==> src/hdl/assert_macros.svh <==
// Assertion macros shared by the framer RTL.
// Each macro expects signals named clk and rst_n in the scope where it is used.
`ifndef ASSERT_MACROS_SVH
`define ASSERT_MACROS_SVH
`ifndef SYNTHESIS
// Property must hold at every clock edge outside reset.
`define FRM_ASSERT(lbl, prop, msg) \
  lbl: assert property (@(posedge clk) disable iff (!rst_n) (prop)) else $error(msg);
// Condition must never be true outside reset.
`define FRM_ASSERT_NEVER(lbl, cond, msg) \
  lbl: assert property (@(posedge clk) disable iff (!rst_n) !(cond)) else $error(msg);
`else
`define FRM_ASSERT(lbl, prop, msg)
`define FRM_ASSERT_NEVER(lbl, cond, msg)
`endif
`endif

==> src/hdl/frm_pkg.sv <==
// Types and constants of the hex ASCII configuration framer.
// No dependencies; used by all framer modules and the top level.
package frm_pkg;

  localparam logic [7:0] CHR_STX  = 8'h02;
  localparam logic [7:0] CHR_ETX  = 8'h03;
  localparam logic [7:0] CHR_ZERO = 8'd48;
  localparam logic [7:0] CHR_ONE  = 8'd49;
  localparam logic [7:0] HEX_OFS_DIGIT  = 8'd48;
  localparam logic [7:0] HEX_OFS_LETTER = 8'd55;

  localparam logic [15:0] DUMMIES_PRIMARY = 16'd6;
  localparam logic [15:0] DUMMIES_UPDATE  = 16'd1;

  localparam logic ACT_START = 1'b0;
  localparam logic ACT_DATA  = 1'b1;

  localparam logic CMD_HEADER = 1'b0;
  localparam logic CMD_DATA   = 1'b1;

  typedef struct packed {
    logic        kind;     // CMD_HEADER or CMD_DATA
    logic        primary;  // header: primary configuration
    logic        trailer;  // append "00" and the ETX run after this item
    logic [15:0] len;      // header: length field
    logic [7:0]  data;     // data: byte to encode
  } cmd_t;

  function automatic logic [7:0] hex_char(input logic [3:0] nib);
    hex_char = {4'b0, nib} + ((nib < 4'd10) ? HEX_OFS_DIGIT : HEX_OFS_LETTER);
  endfunction

endpackage

==> src/hdl/frm_channels.sv <==
// Valid/ready channel interfaces of the framer: item input and character output.
// Depends on nothing but plain logic types.
interface frm_in_if;
  logic        valid;
  logic        ready;
  logic        action;
  logic        primary_mode;
  logic [14:0] frame_size;
  logic [7:0]  data_byte;

  modport source (output valid, action, primary_mode, frame_size, data_byte, input ready);
  modport sink   (input valid, action, primary_mode, frame_size, data_byte, output ready);
endinterface

interface frm_out_if;
  logic       valid;
  logic       ready;
  logic [7:0] out_char;
  logic       last_of_run;

  modport source (output valid, out_char, last_of_run, input ready);
  modport sink   (input valid, out_char, last_of_run, output ready);
endinterface

==> src/hdl/frm_front.sv <==
// Front end of the framer: accepts items, tracks the open frame, issues commands.
// Depends on frm_pkg and frm_in_if.
`include "assert_macros.svh"
module frm_front import frm_pkg::*; (
  input  logic       clk,
  input  logic       rst_n,
  frm_in_if.sink     in_ch,
  input  logic       q_full,
  output logic       q_push,
  output cmd_t       q_cmd
);

  logic        frame_open_r, frame_open_nxt;
  logic [14:0] bytes_left_r, bytes_left_nxt;
  logic        accept;
  logic [15:0] sum;
  logic [14:0] left_dec;

  assign in_ch.ready = !q_full;
  assign accept      = in_ch.valid && in_ch.ready;
  assign sum         = {1'b0, in_ch.frame_size} +
                       (in_ch.primary_mode ? DUMMIES_PRIMARY : DUMMIES_UPDATE);
  assign left_dec    = bytes_left_r - 15'd1;

  always_comb begin
    frame_open_nxt = frame_open_r;
    bytes_left_nxt = bytes_left_r;
    q_push         = 1'b0;
    q_cmd.kind     = CMD_HEADER;
    q_cmd.primary  = in_ch.primary_mode;
    q_cmd.trailer  = 1'b0;
    q_cmd.len      = {sum[14:0], 1'b0};
    q_cmd.data     = in_ch.data_byte;
    if (accept) begin
      if (in_ch.action == ACT_START) begin
        // abandon any open frame
        q_push         = 1'b1;
        q_cmd.trailer  = (in_ch.frame_size == 15'd0);
        frame_open_nxt = (in_ch.frame_size != 15'd0);
        bytes_left_nxt = in_ch.frame_size;
      end else if (frame_open_r) begin
        q_push         = 1'b1;
        q_cmd.kind     = CMD_DATA;
        q_cmd.trailer  = (left_dec == 15'd0);
        frame_open_nxt = (left_dec != 15'd0);
        bytes_left_nxt = left_dec;
      end
      // drop data with no open frame
    end
  end

  always_ff @(posedge clk) begin
    if (!rst_n) begin
      frame_open_r <= 1'b0;
      bytes_left_r <= 15'd0;
    end else begin
      frame_open_r <= frame_open_nxt;
      bytes_left_r <= bytes_left_nxt;
    end
  end

  `FRM_ASSERT(a_open_matches_count, frame_open_r == (bytes_left_r != 15'd0), "frame state out of step")
  `FRM_ASSERT_NEVER(a_push_when_full, q_push && q_full, "command pushed into full queue")

endmodule

==> src/hdl/frm_queue.sv <==
// Short command queue between the framer front and back ends.
// Depends on frm_pkg for the command type.
`include "assert_macros.svh"
module frm_queue import frm_pkg::*; #(
  parameter int DEPTH = 4
) (
  input  logic clk,
  input  logic rst_n,
  input  logic push,
  input  cmd_t push_cmd,
  output logic full,
  input  logic pop,
  output logic head_valid,
  output cmd_t head_cmd
);

  localparam int PTR_W = (DEPTH > 1) ? $clog2(DEPTH) : 1;
  localparam int CNT_W = $clog2(DEPTH + 1);
  localparam logic [PTR_W-1:0] PTR_LAST = PTR_W'(DEPTH - 1);

  cmd_t             mem_r [DEPTH];
  logic [PTR_W-1:0] wr_ptr_r, rd_ptr_r;
  logic [CNT_W-1:0] count_r;
  logic             do_push, do_pop;

  assign full       = (count_r == CNT_W'(DEPTH));
  assign head_valid = (count_r != '0);
  assign head_cmd   = mem_r[rd_ptr_r];
  assign do_push    = push && !full;
  assign do_pop     = pop && head_valid;

  always_ff @(posedge clk) begin
    if (do_push) begin
      mem_r[wr_ptr_r] <= push_cmd;
    end
  end

  always_ff @(posedge clk) begin
    if (!rst_n) begin
      wr_ptr_r <= '0;
      rd_ptr_r <= '0;
      count_r  <= '0;
    end else begin
      if (do_push) begin
        wr_ptr_r <= (wr_ptr_r == PTR_LAST) ? '0 : wr_ptr_r + 1'b1;
      end
      if (do_pop) begin
        rd_ptr_r <= (rd_ptr_r == PTR_LAST) ? '0 : rd_ptr_r + 1'b1;
      end
      if (do_push && !do_pop) begin
        count_r <= count_r + 1'b1;
      end else if (do_pop && !do_push) begin
        count_r <= count_r - 1'b1;
      end
    end
  end

  `FRM_ASSERT(a_count_bound, count_r <= CNT_W'(DEPTH), "queue count beyond depth")
  `FRM_ASSERT_NEVER(a_pop_empty, pop && !head_valid, "pop from empty queue")

endmodule

==> src/hdl/frm_back.sv <==
// Back end of the framer: expands commands into characters through an output register.
// Depends on frm_pkg and frm_out_if.
`include "assert_macros.svh"
module frm_back import frm_pkg::*; (
  input  logic       clk,
  input  logic       rst_n,
  input  logic       q_valid,
  input  cmd_t       q_cmd,
  output logic       q_pop,
  frm_out_if.source  out_ch
);

  localparam logic [1:0] PH_HDR  = 2'd0;
  localparam logic [1:0] PH_PAD  = 2'd1;
  localparam logic [1:0] PH_BYTE = 2'd2;
  localparam logic [1:0] PH_TRL  = 2'd3;

  cmd_t       cmd_r;
  logic       busy_r, busy_nxt;
  logic [1:0] phase_r, phase_nxt;
  logic [3:0] idx_r, idx_nxt;
  logic       out_valid_r, out_valid_nxt;
  logic [7:0] out_char_r;
  logic       out_last_r;

  logic       adv;
  logic [7:0] chr;
  logic       ph_end;
  logic       done;
  logic [1:0] next_phase;
  logic       last;
  logic       load;

  assign adv = busy_r && (!out_valid_r || out_ch.ready);

  always_comb begin
    chr        = CHR_ZERO;
    ph_end     = 1'b0;
    done       = 1'b1;
    next_phase = PH_TRL;
    unique case (phase_r)
      PH_HDR: begin
        unique case (idx_r)
          4'd0:    chr = CHR_STX;
          4'd1:    chr = cmd_r.primary ? CHR_ZERO : CHR_ONE;
          4'd2:    chr = hex_char(cmd_r.len[15:12]);
          4'd3:    chr = hex_char(cmd_r.len[11:8]);
          4'd4:    chr = hex_char(cmd_r.len[7:4]);
          default: chr = hex_char(cmd_r.len[3:0]);
        endcase
        ph_end = (idx_r == 4'd5);
        if (cmd_r.primary) begin
          next_phase = PH_PAD;
          done       = 1'b0;
        end else begin
          done = !cmd_r.trailer;
        end
      end
      PH_PAD: begin
        chr    = CHR_ZERO;
        ph_end = (idx_r == 4'd9);
        done   = !cmd_r.trailer;
      end
      PH_BYTE: begin
        chr    = (idx_r == 4'd0) ? hex_char(cmd_r.data[7:4]) : hex_char(cmd_r.data[3:0]);
        ph_end = (idx_r == 4'd1);
        done   = !cmd_r.trailer;
      end
      default: begin
        chr    = (idx_r < 4'd2) ? CHR_ZERO : CHR_ETX;
        ph_end = (idx_r == 4'd9);
        done   = 1'b1;
      end
    endcase
  end

  assign last  = ph_end && done;
  assign load  = q_valid && (!busy_r || (adv && last));
  assign q_pop = load;

  always_comb begin
    busy_nxt  = busy_r;
    phase_nxt = phase_r;
    idx_nxt   = idx_r;
    if (adv) begin
      if (last) begin
        busy_nxt = 1'b0;
      end else if (ph_end) begin
        phase_nxt = next_phase;
        idx_nxt   = 4'd0;
      end else begin
        idx_nxt = idx_r + 4'd1;
      end
    end
    if (load) begin
      busy_nxt  = 1'b1;
      phase_nxt = (q_cmd.kind == CMD_HEADER) ? PH_HDR : PH_BYTE;
      idx_nxt   = 4'd0;
    end
  end

  always_comb begin
    out_valid_nxt = out_valid_r;
    if (adv) begin
      out_valid_nxt = 1'b1;
    end else if (out_ch.ready) begin
      out_valid_nxt = 1'b0;
    end
  end

  always_ff @(posedge clk) begin
    if (load) begin
      cmd_r <= q_cmd;
    end
    if (adv) begin
      out_char_r <= chr;
      out_last_r <= last;
    end
  end

  always_ff @(posedge clk) begin
    if (!rst_n) begin
      busy_r      <= 1'b0;
      phase_r     <= PH_HDR;
      idx_r       <= 4'd0;
      out_valid_r <= 1'b0;
    end else begin
      busy_r      <= busy_nxt;
      phase_r     <= phase_nxt;
      idx_r       <= idx_nxt;
      out_valid_r <= out_valid_nxt;
    end
  end

  assign out_ch.valid       = out_valid_r;
  assign out_ch.out_char    = out_char_r;
  assign out_ch.last_of_run = out_last_r;

  `FRM_ASSERT(a_idx_in_phase, !busy_r || (phase_r == PH_HDR && idx_r < 4'd6) || (phase_r == PH_PAD && idx_r < 4'd10) || (phase_r == PH_BYTE && idx_r < 4'd2) || (phase_r == PH_TRL && idx_r < 4'd10), "character index outside its phase")
  `FRM_ASSERT(a_pad_only_primary, !(busy_r && phase_r == PH_PAD) || cmd_r.primary, "pad pairs in update frame")

endmodule

==> src/hdl/hex_ascii_config_framer_top.sv <==
// Top level of the hex ASCII configuration framer.
// Depends on frm_pkg, frm_channels, frm_front, frm_queue and frm_back.
//
// The block turns start and data items into the character stream of a
// configuration frame, one character per output transfer. A start item
// produces STX, the command character ('0' primary, '1' update), the length
// 2*(frame_size + dummies) as four upper-case hex digits and, in primary
// mode, five "00" pad pairs: 16 characters in primary mode, 6 in update
// mode. Each data byte of an open frame produces two hex characters, high
// nibble first. After the last counted byte, or right after the header of a
// zero-length frame, the trailer "00" plus eight ETX characters follows (10
// more characters). Data with no open frame is dropped silently; a new start
// abandons an open frame without a trailer. last_of_run marks the final
// character caused by each item. The back end emits one character per clock
// while the output side takes them; that single output register sets the
// rate. The front end accepts one item per clock while the queue is not
// full, into a QUEUE_DEPTH-entry command queue, so items keep arriving
// while earlier characters still drain. After reset the queue is empty
// and in_ch.ready is high.
module hex_ascii_config_framer_top import frm_pkg::*; #(
  parameter int QUEUE_DEPTH = 4
) (
  input  logic       clk,
  input  logic       rst_n,
  frm_in_if.sink     in_ch,
  frm_out_if.source  out_ch
);

  // front to queue
  logic q_push;
  cmd_t q_push_cmd;
  logic q_full;
  // queue to back
  logic q_pop;
  logic q_head_valid;
  cmd_t q_head_cmd;

  // Classify items and keep the frame byte count.
  frm_front u_front (
    .clk    (clk),
    .rst_n  (rst_n),
    .in_ch  (in_ch),
    .q_full (q_full),
    .q_push (q_push),
    .q_cmd  (q_push_cmd)
  );

  // Decouple item acceptance from character output.
  frm_queue #(
    .DEPTH (QUEUE_DEPTH)
  ) u_queue (
    .clk        (clk),
    .rst_n      (rst_n),
    .push       (q_push),
    .push_cmd   (q_push_cmd),
    .full       (q_full),
    .pop        (q_pop),
    .head_valid (q_head_valid),
    .head_cmd   (q_head_cmd)
  );

  // Expand each command into characters, one per cycle while the output side takes them.
  frm_back u_back (
    .clk     (clk),
    .rst_n   (rst_n),
    .q_valid (q_head_valid),
    .q_cmd   (q_head_cmd),
    .q_pop   (q_pop),
    .out_ch  (out_ch)
  );

endmodule
==> src/flat_wrapper.sv <==
// flat-port wrapper written by rule: the top's interface ports become plain ports
module hex_ascii_config_framer_top_flat import frm_pkg::*;
#(
  parameter int QUEUE_DEPTH = 4
)
  (clk, rst_n, in_ch_valid, in_ch_action, in_ch_primary_mode, in_ch_frame_size, in_ch_data_byte, in_ch_ready, out_ch_valid, out_ch_out_char, out_ch_last_of_run, out_ch_ready);
  frm_in_if in_ch_i ();
  frm_out_if out_ch_i ();
  input  logic clk;
  input  logic rst_n;
  input wire logic [$bits(in_ch_i.valid)-1:0] in_ch_valid;
  input wire logic [$bits(in_ch_i.action)-1:0] in_ch_action;
  input wire logic [$bits(in_ch_i.primary_mode)-1:0] in_ch_primary_mode;
  input wire logic [$bits(in_ch_i.frame_size)-1:0] in_ch_frame_size;
  input wire logic [$bits(in_ch_i.data_byte)-1:0] in_ch_data_byte;
  output wire logic [$bits(in_ch_i.ready)-1:0] in_ch_ready;
  output wire logic [$bits(out_ch_i.valid)-1:0] out_ch_valid;
  output wire logic [$bits(out_ch_i.out_char)-1:0] out_ch_out_char;
  output wire logic [$bits(out_ch_i.last_of_run)-1:0] out_ch_last_of_run;
  input wire logic [$bits(out_ch_i.ready)-1:0] out_ch_ready;
  assign in_ch_i.valid = in_ch_valid;
  assign in_ch_i.action = in_ch_action;
  assign in_ch_i.primary_mode = in_ch_primary_mode;
  assign in_ch_i.frame_size = in_ch_frame_size;
  assign in_ch_i.data_byte = in_ch_data_byte;
  assign in_ch_ready = in_ch_i.ready;
  assign out_ch_valid = out_ch_i.valid;
  assign out_ch_out_char = out_ch_i.out_char;
  assign out_ch_last_of_run = out_ch_i.last_of_run;
  assign out_ch_i.ready = out_ch_ready;
  hex_ascii_config_framer_top #(.QUEUE_DEPTH(QUEUE_DEPTH)) u_core (.clk(clk), .rst_n(rst_n), .in_ch(in_ch_i), .out_ch(out_ch_i));
endmodule
==> config.mk <==
export PLATFORM = sky130hd
export DESIGN_NAME = hex_ascii_config_framer_top_flat
export DESIGN_NICKNAME = d
export VERILOG_FILES = /design/src/hdl/frm_pkg.sv /design/src/hdl/frm_channels.sv /design/src/hdl/frm_front.sv /design/src/hdl/frm_queue.sv /design/src/hdl/frm_back.sv /design/src/hdl/hex_ascii_config_framer_top.sv /design/src/flat_wrapper.sv
export VERILOG_INCLUDE_DIRS = /design/src /design/src/hdl
export SDC_FILE = /design/constraint.sdc
export NUM_CORES = 1
export LEC_CHECK = 0
export BUFFER_PORTS_ARGS = -buffer_cell sky130_fd_sc_hd__buf_2
export CAP_MARGIN = 15
export CORE_MARGIN = 4
export CORE_UTILIZATION = 25
export DETAILED_ROUTE_END_ITERATION = 6
export GPL_ROUTABILITY_DRIVEN = 0
export SYNTH_ARGS = -nofsm -noshare
export SYNTH_HDL_FRONTEND = slang
export SYNTH_SLANG_ARGS = --single-unit
==> constraint.sdc <==
create_clock -name clk -period 3.05 [get_ports clk]
set_clock_uncertainty 0.1 [all_clocks]
set_input_delay 0.1525 -clock clk [delete_from_list [all_inputs] [get_ports clk]]
set_output_delay 0.1525 -clock clk [all_outputs]
set_load 0.005 [all_outputs]
After elaboration in Yosys (flattened, before gate mapping)
Memories as Yosys holds them, arrays and structs flattened. A register that Yosys moved wholly into a read port is not among the register bits. Index checks and enable logic that the tools add are counted.

Register bits: 66. Memory bits (writable): 104. Input bits: 29. Memories: 1.

Add/sub/neg operators: 13. Magnitude comparators: 7. Eq/ne operators: 13. Muxes and demuxes: 48. Bitwise operators: 2. Reduce and logical (&&, ||, !) cells: 35.

Memories: u_core.u_queue.mem_r (depth 4, width 26, read ports 1, clocked after Yosys merged registers in 1, write ports 1, RTL line frm_queue.sv:21) `cmd_t mem_r [DEPTH];`.

Operators with widths (count): adder 4 x 6 -> 7 bit (6); case mux 7 bit (5 select lines) (1); zero test 15 bit (2); 2-to-1 mux 15 bit (2); nonzero test 15 bit (2); 2-to-1 mux 3 bit (9); < comparator 4 bit, second input constant (6); case mux 8 bit (3 select lines) (1); 2-to-1 mux 2 bit (11); 2-to-1 mux 1 bit (19); adder 15 x 3 -> 15 bit (1); subtractor 15 x 1 -> 15 bit, second input constant (1); nonzero test 2 bit (5); logical AND 1 bit (9); == test 4 x 2 -> 1 bit, second input constant (2); == test 4 x 3 -> 1 bit, second input constant (2); 2-to-1 mux 7 bit (1); == test 2 bit, second input constant (3); zero test 1 bit (6); 2-to-1 mux 6 bit (1); AND reduction 2 bit (3); adder 2 x 1 -> 2 bit, second input constant (2); adder 4 x 1 -> 4 bit, second input constant (1); == test 4 x 1 -> 1 bit, second input constant (1); 16 further kinds (21).

Logic depth before layout (Yosys ltp)
Depth in word-level cells: 11. Mapped depth: 13. Mapped depth without buffers: 13.

By module
Synthesis repeated with hierarchy kept, for this count alone.

Cell total of the unflattened synthesis: 675. Area total of the unflattened synthesis: 8829.7 um2.

By module, submodules not included: frm_queue (instances 1, cells each 192, area each 4425.5 um2, sequential area each 3423.3 um2); frm_back (instances 1, cells each 265, area each 2770.2 um2, sequential area each 1181.1 um2); frm_front (instances 1, cells each 218, area each 1634.1 um2, sequential area each 320.3 um2).

Worst setup path before layout
Ideal clock, no wire load.

Path type: flip-flop to flip-flop. Start point: register u_core.u_back.phase_r[0]. End point: register u_core.u_queue.count_r[2]. Library setup time: 0.076 ns. Arrival: 2.755 ns. Required time: 2.874 ns. Setup slack: 0.120 ns. Stages on the path, launching flop included: 14. Path buffers: 0. Clock period less this slack: 2.930 ns. Cells stage by stage: dfxtp_1 -> inv_1 -> ha_1 -> nor4bb_1 -> o31ai_2 -> o21bai_4 -> o21ai_2 -> nand2b_2 -> ha_1 -> inv_1 -> fa_1 -> xor2_1 -> or3_1 -> a21boi_0.

Word-level cells in the longest chain between the ends: 11. Elaborated cells on any way between the ends: 16.

RTL lines: from (decl) (RTL line frm_back.sv:20) `logic [1:0] phase_r, phase_nxt;`; from (signal assigned) (RTL line frm_back.sv:129) `phase_r <= phase_nxt;`; == test 2 bit or == test 2 x 1 -> 1 bit (tied branches) (RTL line frm_back.sv:41) `unique case (phase_r)`; OR reduction 2 bit (no line); case mux 1 bit (2 select lines) (RTL line frm_back.sv:41); logical AND 1 bit * (RTL line frm_back.sv:77) `assign last = ph_end && done;`; logical AND 1 bit * (RTL line frm_back.sv:78) `assign load = q_valid && (!busy_r || (adv && last));`; logical OR 1 bit * (RTL line frm_back.sv:78); logical AND 1 bit * (RTL line frm_back.sv:78); logical AND 1 bit * (RTL line frm_queue.sv:30) `assign do_pop = pop && head_valid;`; zero test 1 bit (RTL line frm_queue.sv:50) `if (do_push && !do_pop) begin`; logical AND 1 bit (RTL line frm_queue.sv:50); 2-to-1 mux 3 bit or nonzero test 2 bit (tied branches); to (signal assigned) (RTL line frm_queue.sv:51) `count_r <= count_r + 1'b1;`; to (signal assigned) (RTL line frm_queue.sv:53) `count_r <= count_r - 1'b1;`; to (decl) (RTL line frm_queue.sv:23) `logic [CNT_W-1:0] count_r;`.

Mark *: on every way between the ends. The rest lies on a longest branch, timed or not. A chain may end at the register's enable or synchronous reset.

Worst setup path in the final report
Ends and elaborated chain as after synthesis.

==> results.md <==
* WHS Endpoint: u_core.u_front.bytes_left_r[14]
* Worst endpoint required time at roughly 3.3 ns
* Post-synth EDFFs at ~140
* Most used cell, CP: inv_1
* Slew Limit Fails at 0
* Commonest non-fill, non-tap cell in the layout: edfxtp_1
* Chip Height at 191 um
* Worst hold start: in_ch_frame_size[14]
* Tcrit/Tclk final at 95.1%
* Seq/Total Area, Yosys at around 57%
* Crit. End Element: flip-flop
* Final setup margin at 0.150 ns
* Sequential Power Share at slightly above 40%
* P_sw at 2710 uW
* CTS root buf: clkbuf_16
* Core area at between 30000 and 40000 um^2
* Tot GR Track Use at 9.55%
* Pre-CTS WS at 0.0793 ns
* Worst setup SP type: flip-flop
* PwrDens at 847 nW/um^2
* Crit path arrival time at 3.15 ns
* I/O pins at 40
* Final ANT Viol Nets at 0
* Wirelength, routed at 17.0 mm
* Residual DRC at 0
* Asr flop ratio synth at 0%
* Crit-path cells: inv_1 > ha_2 > nor3b_1 > o31ai_2 > o21bai_4 > o21ai_2 > nand2b_2 > ha_1 > inv_1 > fa_1 > xor2_1 > or3_1 > a21boi_0
* Die X at 191 um
* Slowest stage delay, CP at 0.37 ns
* Largest net degree at the start of global routing at 30
* Hold WC Path Type: in -> reg
* Peak VDD IR at 0.444 mV
* Clock share of power at 25.7%
* CTS max path bufs at 2
* Worst Max-Slew Pin Slew at 0.699 ns
* Internal at 5580 uW
* Vias at between 5000 and 6000
* Leakage at 0.00344 uW
* Maximum clock frequency at 0.345 GHz
* Overflow after GRT at 0
* Post-synth top area share at 49.3%
* RR Startpoint: u_core.u_back.phase_r[0]
* Vias in the first global route at 5118
* Synthesized area at around 8400 um^2
* Reg-to-Reg End: u_core.u_queue.count_r[2]
* Final setup violation count at 0
* DR WL/cell at 14.8 um
* Num rows at 66
* Netlist cell types at between 70 and 80
* First-pass GRT wire length at 27.3 mm
* Final cell count without fillers at 1148
* Routed vias/inst at between 4 and 5
* Die ar. at approximately 36000 um^2
* Port Buffer Count at 38
* Worst-path maximum fanout at 7
* H-tree depth at 4
* Slew headroom at a little over half
* Synth Register Bits at 170
* Main synth FF type: edfxtp_1
* Initial Util at 25.5%
* Crit Path Category: reg -> reg
* Detailed placer's ending HPWL at 12.0 mm
* Clk pin slew, worst setup/hold paths at 0.06 ns
* Clock latency on the worst-skew pair at 0.42 ns
* Initial antenna violation count at 1
* DR iter-0 viols at 297
* DRT Pass-1 Iters at 7
* Fin util at 29.8%
* Synthesized instance count at 633
* R2r setup slk at 0.15 ns
* Final min period at 2.90 ns
* Synth Warn # at 0
* Syn Nets at 703
* Most frequent cells in the layout: 137 x edfxtp_1, 41 x inv_1, 38 x buf_2
* Switching share of power at 32.7%
* FF-to-FF path depth at 13
* Top post-synthesis cells by area: edfxtp_1 49%, dfxtp_1 7.9%, mux4_2 7.0%
* Hold Slack at 0.0416 ns
* Sink Count at 170
* Hold depth at 3
* CP max stage cell: fa_1
* Mapped Avg Cell Area at 13.2 um^2
* Share of post-route cells with drive strength above 1 at 18.6%
* Gate power share at 32.9%
* Diodes inserted at 0
* Fin nets at 763
* Outcome: complete, no violations
* Setup TNS at 0 ns
* CTS tree: yes
* Hold Fails Final Rpt at 0
* Area Overhead vs Synth at 17.2%
* Max-Cap Viols at 0
* Num CTS Buffers at 17
* Yosys top cell by area: edfxtp_1
* Inst Count DP at 1105
## critical path, delay by kind of cell, from the launching register on
kind | cells | cell delay (ns)
AND/OR/NAND/NOR | 3 | 0.56
XOR/XNOR | 1 | 0.18
AO/OA/AOI/OAI | 4 | 0.72
buffers and inverters | 2 | 0.12
flip-flops | 1 | 0.36
adder cells (fa/ha/maj) | 3 | 0.79
## state kept, by name, indices dropped and copies added (netlist names), 2 cells and up, named ones only
signal                         count
u_core.u_back.cmd_r               25
u_core.u_queue.mem_r             104
u_core.u_queue.wr_ptr_r            2
u_core.u_back.out_ch.out_char      7
u_core.u_front.bytes_left_r       15
u_core.u_queue.rd_ptr_r            2
u_core.u_back.idx_r                4
u_core.u_queue.count_r             3
u_core.u_back.phase_r              2
## Yosys cell counts, types with 8 or more instances
| cell type | count |
|---|---|
| edfxtp_1 | 137 |
| inv_1 | 41 |
| nor2_1 | 36 |
| dfxtp_1 | 33 |
| ha_1 | 33 |
| a21oi_1 | 32 |
| o21ai_0 | 29 |
| nand2_1 | 28 |
| mux4_2 | 26 |
| xnor2_1 | 20 |
| nor3_1 | 16 |
| clkbuf_1 | 13 |
| and2_1 | 11 |
| nand3_1 | 11 |
| mux2i_1 | 10 |
| nor2b_1 | 9 |
| o21a_1 | 9 |
| fa_1 | 8 |
| nand2b_1 | 8 |
## how the worst max path moves through the flow
stage                                  start                   endpoint
floorplan           u_core.u_back.phase_r[0]  u_core.u_queue.count_r[2]
global placement    u_core.u_back.phase_r[0]  u_core.u_queue.count_r[2]
detailed placement  u_core.u_back.phase_r[0]  u_core.u_queue.count_r[2]
CTS                 u_core.u_back.phase_r[0]  u_core.u_queue.count_r[2]
global route        u_core.u_back.phase_r[0]  u_core.u_queue.count_r[2]
finish              u_core.u_back.phase_r[0]  u_core.u_queue.count_r[2]
## layer usage
| layer | wire length, um | global-route usage, % | up-vias |
|---|---|---|---|
| met4 | 156 | 2.65 | 0 |
| met1 | 7840 | 12.7 | 2516 |
| li1 | - | - | 2525 |
| met5 | 0 | 0 | - |
| met3 | 834 | 2.44 | 12 |
| met2 | 8170 | 15.6 | 127 |
## final cells by class
| cell class | instances | area [um^2] |
|---|---|---|
| clock buffers | 18 | 429 |
| clock inverters | 14 | 155 |
| fillers | 3300 | 23000 |
| inverters | 43 | 164 |
| multi-input cells | 398 | 3310 |
| flip-flops and latches | 170 | 4780 |
| well taps | 442 | 553 |
| repair buffers | 63 | 400 |
## cell families after synthesis
| logic type | synth area share, % |
|---|---|
| compound gates | 11.5 |
| xor+xnor | 2.83 |
| fa+ha+maj | 6.86 |
| buf+inv | 3.27 |
| flops | 57.2 |
| mux | 8.21 |
| other cells | 0.0449 |
| simple gates | 10.1 |
## power groups by stage
stage          Clock, uW  Combinational [uW]  Sequential (uW)
2_1_floorplan          0                2090             3330
3_3_place_gp           0                2700             3460
3_5_place_dp           0                2730             3480
4_1_cts             2170                2760             3440
5_1_grt             2290                3090             3500
6_report            2130                2730             3430
## through the flow
stage	instance area (um^2)	power, uW
2_1_floorplan	8350	5430
3_3_place_gp	9090	6160
3_5_place_dp	9090	6210
4_1_cts	9770	8370
5_1_grt	9790	8880
6_report	9790	8290
## timing repair
action / 4_1_cts / 5_1_grt
hold buffers: 9 / 0
endpoints found under the hold margin: 36 / 0
setup endpoints to repair: 0 / 1
gates resized for setup: 0 / 3
buffers inserted: 0 / 2
No activity file was read; power rests on OpenSTA's default activity.
